File: src/rtl/tflc_pkg.sv
// ----------------------------------------------------------------------------
// tflc_pkg
// Types and constants shared by the thermal fan level controller.
// ----------------------------------------------------------------------------
package tflc_pkg;

	localparam int TEMP_W  = 9;
	localparam int LEVEL_W = 10;
	localparam int RISE_W  = 4;
	localparam int CHG_W   = 10;
	localparam int CALC_W  = 14;
	localparam int APB_AW  = 3;
	localparam int APB_DW  = 32;

	localparam logic [LEVEL_W-1:0] BASE_LEVEL     = 10'd128;
	localparam logic signed [TEMP_W-1:0] FAN_START_TEMP = 9'sd45;
	localparam logic signed [CALC_W-1:0] EXCESS_GAIN    = 14'sd15;
	localparam logic signed [CALC_W-1:0] CHANGE_GAIN    = 14'sd5;
	localparam logic [RISE_W-1:0]  RISE_LIMIT     = 4'd10;

	localparam logic [LEVEL_W-1:0] MAX_LEVEL_RST  = 10'd255;
	localparam logic               UPD_EN_RST     = 1'b1;

	localparam logic REG_MAX_LEVEL = 1'b0;
	localparam logic REG_UPD_EN    = 1'b1;

	typedef struct packed {
		logic [LEVEL_W-1:0] max_level;
		logic               update_enable;
	} cfg_t;

	typedef struct packed {
		logic [LEVEL_W-1:0]       fan_level;
		logic [RISE_W-1:0]        rise_count;
		logic signed [TEMP_W-1:0] previous_temp;
		logic                     previous_valid;
		logic signed [CHG_W-1:0]  last_change;
		logic                     pwm_running;
	} state_t;

	localparam state_t STATE_RST = '{
		fan_level:      '0,
		rise_count:     '0,
		previous_temp:  '0,
		previous_valid: 1'b0,
		last_change:    '1,
		pwm_running:    1'b0
	};

	typedef struct packed {
		logic               fan_on;
		logic [LEVEL_W-1:0] pwm_threshold;
		logic               boost_enable;
		logic               stop_old_pwm;
	} result_t;

endpackage

File: src/rtl/tflc_apb_regs.sv
// ----------------------------------------------------------------------------
// tflc_apb_regs
// APB register file: max_level and update_enable.
// ----------------------------------------------------------------------------
module tflc_apb_regs (
	input  logic                           clk,
	input  logic                           arst_n,
	input  logic                           psel,
	input  logic                           penable,
	input  logic                           pwrite,
	input  logic [tflc_pkg::APB_AW-1:0]    paddr,
	input  logic [tflc_pkg::APB_DW-1:0]    pwdata,
	output logic [tflc_pkg::APB_DW-1:0]    prdata,
	output logic                           pready,
	output tflc_pkg::cfg_t                 cfg
);
	import tflc_pkg::*;

	cfg_t cfg_q;
	logic wr_en;
	logic reg_sel;

	assign pready  = 1'b1;
	assign wr_en   = psel & penable & pwrite & pready;
	assign reg_sel = paddr[2];

	always_ff @(posedge clk or negedge arst_n) begin
		if (!arst_n) begin
			cfg_q.max_level     <= MAX_LEVEL_RST;
			cfg_q.update_enable <= UPD_EN_RST;
		end else if (wr_en) begin
			case (reg_sel)
				REG_MAX_LEVEL: cfg_q.max_level     <= pwdata[LEVEL_W-1:0];
				REG_UPD_EN:    cfg_q.update_enable <= pwdata[0];
				default:       cfg_q <= cfg_q;
			endcase
		end
	end

	always_comb begin
		case (reg_sel)
			REG_MAX_LEVEL: prdata = {{(APB_DW-LEVEL_W){1'b0}}, cfg_q.max_level};
			REG_UPD_EN:    prdata = {{(APB_DW-1){1'b0}}, cfg_q.update_enable};
			default:       prdata = '0;
		endcase
	end

	assign cfg = cfg_q;

endmodule

File: src/rtl/tflc_level_calc.sv
// ----------------------------------------------------------------------------
// tflc_level_calc
// Next fan level, rise counter and drive result for one control tick.
// ----------------------------------------------------------------------------
module tflc_level_calc (
	input  tflc_pkg::cfg_t                      cfg,
	input  tflc_pkg::state_t                    state_cur,
	input  logic signed [tflc_pkg::TEMP_W-1:0]  temp_a,
	input  logic signed [tflc_pkg::TEMP_W-1:0]  temp_b,
	input  logic signed [tflc_pkg::TEMP_W-1:0]  temp_c,
	input  logic                                system_active,
	output tflc_pkg::state_t                    state_next,
	output tflc_pkg::result_t                   res,
	output logic                                emit
);
	import tflc_pkg::*;

	logic signed [TEMP_W-1:0] cur_ab;
	logic signed [TEMP_W-1:0] cur;
	logic                     excess_nz;
	logic [7:0]               excess;
	logic signed [CHG_W-1:0]  diff;
	logic signed [CHG_W-1:0]  lc_new;
	logic signed [CALC_W-1:0] excess_ext;
	logic signed [CALC_W-1:0] lc_ext;
	logic signed [CALC_W-1:0] rise_ext;
	logic signed [CALC_W-1:0] lvl_calc;
	logic signed [CALC_W-1:0] lvl;
	logic signed [CALC_W-1:0] max_ext;
	logic [LEVEL_W-1:0]       level_new;
	logic [RISE_W-1:0]        rise_new;
	logic [LEVEL_W-1:0]       drv_level;
	logic                     drv_req;
	logic                     full_on;

	assign cur_ab    = (temp_b > temp_a) ? temp_b : temp_a;
	assign cur       = (temp_c > cur_ab) ? temp_c : cur_ab;
	assign excess_nz = cur > FAN_START_TEMP;
	assign excess    = 8'(cur - FAN_START_TEMP);
	assign diff      = {cur[TEMP_W-1], cur} - {state_cur.previous_temp[TEMP_W-1],
		state_cur.previous_temp};
	assign lc_new    = (cur != state_cur.previous_temp) ? diff : state_cur.last_change;

	assign excess_ext = {6'b0, excess};
	assign lc_ext     = {{(CALC_W-CHG_W){lc_new[CHG_W-1]}}, lc_new};
	assign rise_ext   = {{(CALC_W-RISE_W){1'b0}}, state_cur.rise_count};
	assign lvl_calc   = $signed({4'b0, BASE_LEVEL}) + excess_ext * EXCESS_GAIN
		+ lc_ext * CHANGE_GAIN + rise_ext;
	assign lvl        = excess_nz ? lvl_calc : $signed({4'b0, state_cur.fan_level});
	assign max_ext    = $signed({4'b0, cfg.max_level});

	always_comb begin
		if (lvl > max_ext)
			level_new = cfg.max_level;
		else if (lvl < $signed({4'b0, BASE_LEVEL}))
			level_new = BASE_LEVEL;
		else
			level_new = lvl[LEVEL_W-1:0];
	end

	always_comb begin
		rise_new = state_cur.rise_count;
		if (lc_new > 0) begin
			if (state_cur.rise_count < RISE_LIMIT)
				rise_new = state_cur.rise_count + 4'd1;
		end else if (lc_new < 0) begin
			if (state_cur.rise_count != '0)
				rise_new = state_cur.rise_count - 4'd1;
		end
	end

	// state update and drive request
	always_comb begin
		state_next = state_cur;
		drv_level  = '0;
		drv_req    = 1'b0;
		if (system_active) begin
			if (state_cur.previous_valid) begin
				state_next.fan_level   = level_new;
				state_next.rise_count  = rise_new;
				state_next.last_change = lc_new;
				drv_level              = level_new;
				drv_req                = cfg.update_enable;
			end
			state_next.previous_temp  = cur;
			state_next.previous_valid = 1'b1;
		end else if (state_cur.fan_level != '0) begin
			state_next             = STATE_RST;
			state_next.pwm_running = state_cur.pwm_running;
			drv_req                = cfg.update_enable;
		end

		full_on = {1'b0, drv_level} == ({1'b0, cfg.max_level} + 11'd1);
		res     = '0;
		emit    = 1'b0;
		if (drv_req) begin
			if (drv_level == '0) begin
				res.stop_old_pwm       = state_cur.pwm_running;
				state_next.pwm_running = 1'b0;
				emit                   = 1'b1;
			end else if (full_on) begin
				res.fan_on             = 1'b1;
				res.boost_enable       = 1'b1;
				res.stop_old_pwm       = state_cur.pwm_running;
				state_next.pwm_running = 1'b0;
				emit                   = 1'b1;
			end else if (drv_level <= cfg.max_level) begin
				res.fan_on             = 1'b1;
				res.boost_enable       = 1'b1;
				res.pwm_threshold      = drv_level;
				state_next.pwm_running = 1'b1;
				emit                   = 1'b1;
			end
		end
	end

endmodule

File: src/rtl/thermal_fan_level_controller_core.sv
// ----------------------------------------------------------------------------
// thermal_fan_level_controller_core
// Flow: request into the s1 registers, combinational calc, result into res_q.
// Throughput: one request per cycle unless out_ready holds a result back.
// Reset: arst_n loads STATE_RST (last_change -1); max_level 255, update_enable 1.
// ----------------------------------------------------------------------------
module thermal_fan_level_controller_core (
	input  logic                               clk,
	input  logic                               arst_n,
	input  logic                               psel,
	input  logic                               penable,
	input  logic                               pwrite,
	input  logic [tflc_pkg::APB_AW-1:0]        paddr,
	input  logic [tflc_pkg::APB_DW-1:0]        pwdata,
	output logic [tflc_pkg::APB_DW-1:0]        prdata,
	output logic                               pready,
	input  logic                               in_valid,
	output logic                               in_ready,
	input  logic signed [tflc_pkg::TEMP_W-1:0] temp_a,
	input  logic signed [tflc_pkg::TEMP_W-1:0] temp_b,
	input  logic signed [tflc_pkg::TEMP_W-1:0] temp_c,
	input  logic                               system_active,
	output logic                               out_valid,
	input  logic                               out_ready,
	output logic                               fan_on,
	output logic [tflc_pkg::LEVEL_W-1:0]       pwm_threshold,
	output logic                               boost_enable,
	output logic                               stop_old_pwm
);
	import tflc_pkg::*;

	cfg_t    cfg;
	state_t  state_q;
	state_t  state_next;
	result_t res;
	result_t res_q;
	logic    emit;
	logic    out_valid_q;
	logic    valid_s1;
	logic    advance;

	logic signed [TEMP_W-1:0] temp_a_s1;
	logic signed [TEMP_W-1:0] temp_b_s1;
	logic signed [TEMP_W-1:0] temp_c_s1;
	logic                     active_s1;

	tflc_apb_regs u_regs (
		.clk     (clk),
		.arst_n  (arst_n),
		.psel    (psel),
		.penable (penable),
		.pwrite  (pwrite),
		.paddr   (paddr),
		.pwdata  (pwdata),
		.prdata  (prdata),
		.pready  (pready),
		.cfg     (cfg)
	);

	tflc_level_calc u_calc (
		.cfg           (cfg),
		.state_cur     (state_q),
		.temp_a        (temp_a_s1),
		.temp_b        (temp_b_s1),
		.temp_c        (temp_c_s1),
		.system_active (active_s1),
		.state_next    (state_next),
		.res           (res),
		.emit          (emit)
	);

	assign advance  = valid_s1 & (~out_valid_q | out_ready);
	assign in_ready = ~valid_s1 | advance;

	always_ff @(posedge clk or negedge arst_n) begin
		if (!arst_n) begin
			valid_s1 <= 1'b0;
		end else if (in_ready) begin
			valid_s1 <= in_valid;
		end
	end

	always_ff @(posedge clk) begin
		if (in_valid && in_ready) begin
			temp_a_s1 <= temp_a;
			temp_b_s1 <= temp_b;
			temp_c_s1 <= temp_c;
			active_s1 <= system_active;
		end
	end

	always_ff @(posedge clk or negedge arst_n) begin
		if (!arst_n) begin
			state_q     <= STATE_RST;
			out_valid_q <= 1'b0;
		end else begin
			if (advance)
				state_q <= state_next;
			out_valid_q <= (advance & emit) | (out_valid_q & ~out_ready);
		end
	end

	always_ff @(posedge clk) begin
		if (advance && emit)
			res_q <= res;
	end

	assign out_valid     = out_valid_q;
	assign fan_on        = res_q.fan_on;
	assign pwm_threshold = res_q.pwm_threshold;
	assign boost_enable  = res_q.boost_enable;
	assign stop_old_pwm  = res_q.stop_old_pwm;

endmodule

File: config.mk
export PLATFORM = sky130hd
export DESIGN_NAME = thermal_fan_level_controller_core
export DESIGN_NICKNAME = d
export VERILOG_FILES = /design/src/rtl/tflc_pkg.sv /design/src/rtl/tflc_apb_regs.sv /design/src/rtl/tflc_level_calc.sv /design/src/rtl/thermal_fan_level_controller_core.sv
export SDC_FILE = /design/constraint.sdc
export NUM_CORES = 1
export LEC_CHECK = 0
export BUFFER_PORTS_ARGS = -buffer_cell sky130_fd_sc_hd__buf_2
export CORE_MARGIN = 2
export CORE_UTILIZATION = 45
export CTS_BUF_LIST = sky130_fd_sc_hd__clkbuf_2 sky130_fd_sc_hd__clkbuf_4 sky130_fd_sc_hd__clkbuf_8
export CTS_CLUSTER_SIZE = 28
export DETAILED_ROUTE_END_ITERATION = 10
export GPL_TIMING_DRIVEN = 0
export HOLD_SLACK_MARGIN = 0.06
export PLACE_DENSITY_LB_ADDON = 0.05
export SETUP_SLACK_MARGIN = 0.2
export SYNTH_ARGS = -nofsm -noshare
export SYNTH_HDL_FRONTEND = slang
export SYNTH_SLANG_ARGS = --single-unit
File: constraint.sdc
create_clock -name clk -period 15.63 [get_ports clk]
set_input_delay 2.3445 -clock clk [delete_from_list [all_inputs] [get_ports clk]]
set_output_delay 2.3445 -clock clk [all_outputs]
set_load 0.05 [all_outputs]
==> flow_summary.yaml <==
critical_path:
  crit_type: "flip-flop to flip-flop"
  r2r_cells: 69
  slowest_stage: "fa_1"
  startpoint_type: "flip-flop"
  worstReg2RegStart: "temp_a_s1[8]"
  rrSetupSlack_ps: 950
  end_kind: "flip-flop"
  max_stage_delay_ps: 540
  cp.required_ps: 15790
  reg2reg_to: "pwm_threshold[4]"
  crit_top_cell: "ha_1"
  worstPathArrival_ps: 14840
  crit_fanout: 10
global_routing:
  grt_pass1_wl_um: 39700
  antenna_found_initial: 0
  grt.overflow.total: 0
  grt.total_usage_pct: 23.1
  grt_max_degree: 49
  grt_pass1_vias: 7584
cells_and_area:
  fin_area_um2: 10400
  area_delta_synth_final_pct: 13.9
  nets: 1373
  drive_gt1_share_pct: 17.9
  utilization_pct: 51.8
  stdcell_count: 1455
  diodes: 0
status:
  status: "finished clean"
clock_tree:
  clkTransAtPathRegs_ps: 90
  clk_latency_ps: 380
  cts_buffers: 9
  cts_hold_buffers: 0
  tritoncts: "done"
  cts-root-buf: "clkbuf_8"
  cts.path.max_buffers: 2
  htreeDepth: 3
  clock_sinks: 88
placement:
  port_buffers: 70
  gp_congestion: 0.882
  placed_cells: 1426
  hpwl_um: 19500
  dpl_cell_area_um2: 9910
synth:
  synth_top_area_share_pct: 13.8
  yosysTopAreaCell: "ha_1"
  synth_area_um2: 9140
  seq_area_frac_synth_pct: 26.5
  synth_edf_count: 40
  synth-seq-cells: 88
  synth_area_leaders: "ha_1 14%, edfxtp_1 13%, dfrtp_1 7.9%, dfstp_2 5.5%, fa_1 4.8%"
  async_flop_share_pct: 54.5
  synth_ff_type: "edfxtp_1"
  postSynthCellCount: 1065
  synth_area_per_cell_um2: 8.58
  yosys_warnings: 0
  yosysUniqueCellTypes: 79
run:
  max-cap-violations: 0
sta:
  finalHoldViolations: 0
  rsz0062_at_grt: "false"
  skew_ps: 15.9
  worst_pin_slew_ps: 1220
  post-route-period-util_pct: 93.9
  min_period_ps: 14680
  whs_ps: 508
  relSlewSlack_pct: 18.7
  setup_viol: 0
  drv_slew: 0
  clock.fmax_mhz: 68.1
die:
  dieArea_um2: 21500
  io-pin-count: 118
  core_area_um2: 20100
  start_util_pct: 45.5
  die_w_um: 147
  dieHeight_um: 147
  rows: 52
drt:
  drtPass1Iterations: 5
  drt-total-wl_um: 24700
  drt_iter0_drc: 602
  ant_nets: 0
  vias: 8094
  avgViaCountPerCell: 5.56
  wire_per_inst_um: 17.0
  drc: 0
hold_path:
  hold_path_end: "state_q[3]"
  hold_start: "state_q[3]"
  hp-class: "flip-flop to flip-flop"
  worstHoldPathCells: 2
[repair_timing]
action	CTS	global route
gates cloned	0	0
gates resized for setup	20	37
buffers inserted	8	5
endpoints found under the setup margin	26	26
pin swaps	5	4
[worst max-delay path, delay by kind of cell, from the launching register on]
kind | cells | cell delay [ps]
compound gates | 23 | 4680
xor+xnor | 3 | 420
fa+ha+maj | 12 | 3700
buf+inv | 15 | 2050
flops | 1 | 370
mux | 1 | 160
simple gates | 15 | 3020
[synth_stat cells, types with 16 or more instances]
library cell,count
nand2_1,90
xnor2_1,33
nor3_1,23
dfrtp_1,29
ha_1,101
inv_1,114
edfxtp_1,40
nand2b_1,16
fa_1,22
o21ai_0,49
nand3_1,36
buf_4,26
mux2_2,17
clkbuf_1,26
nor2_1,81
dfstp_2,19
a21oi_1,55
a21o_1,17
[routing by layer]
metal | up-vias | GRT usage [%] | share of wire [%]
met5 | - | 0 | 0
met4 | 0 | 4.81 | 1.0
met3 | 19 | 2.75 | 5.1
met2 | 237 | 35.8 | 44
met1 | 3810 | 34.8 | 50
li1 | 4028 | - | -
[cells in the final DEF, fill, tap and decap left out, types with 13 or more instances in the layout]
cell      count
inv_1       114
ha_1         99
nand2_1      89
nor2_1       80
buf_2        74
a21oi_1      52
o21ai_0      44
buf_4        40
edfxtp_1     40
nand3_1      36
xnor2_1      31
dfrtp_1      29
nor3_1       23
conb_1       23
fa_1         22
clkbuf_1     20
dfstp_2      19
a21o_1       17
mux2_2       17
nand2b_1     16
nor4_1       14
a31oi_1      13
[metrics by stage]
stage,TNS (ps),setup WS [ps]
floorplan,0,1330
global placement,-40070,-1860
detailed placement,-39300,-1830
CTS,0,238
global route,0,168
finish,0,952
[sequential cells by signal (all words and copies together), names as in the netlist]
signal,cells
u_regs.cfg,11
fan_on,1
temp_c_s1,9
temp_a_s1,9
stop_old_pwm,1
state_q,35
out_valid,1
temp_b_s1,9
active_s1,1
pwm_threshold,10
valid_s1,1
[how the worst max path moves through the flow]
stage | cells after the start | to | from | slack [ps]
finish | 69 | pwm_threshold[4] | temp_a_s1[8] | 950
global route | 71 | pwm_threshold[4] | temp_a_s1[8] | 170
CTS | 68 | pwm_threshold[5] | temp_b_s1[8] | 240
detailed placement | 68 | pwm_threshold[5] | temp_b_s1[8] | -1830
global placement | 68 | pwm_threshold[5] | temp_b_s1[8] | -1860
floorplan | 68 | fan_on | temp_b_s1[8] | 1330
[logic make-up after synthesis]
family          after synthesis  share of synthesized area [%]
compound gates              256                           19.0
mux                          33                           4.00
xor+xnor                     44                           4.22
flops                        88                           26.5
simple gates                346                           19.2
fa+ha+maj                   123                           18.6
buf+inv                     173                           8.38
other cells                   2                         0.0822
[area by class of cell]
type	count	area, µm²
tap	270	338
buffer	57	343
sequential	88	2430
clock buffer	10	131
inverter	116	435
clock inverter	6	45.0
timing repair buffer	83	460
multi-input combinational	825	6230
fill	1965	9700
Power is left out: the tool's default activity adds up to more than one toggle a clock period on the data nets, which glitch-free logic cannot reach.
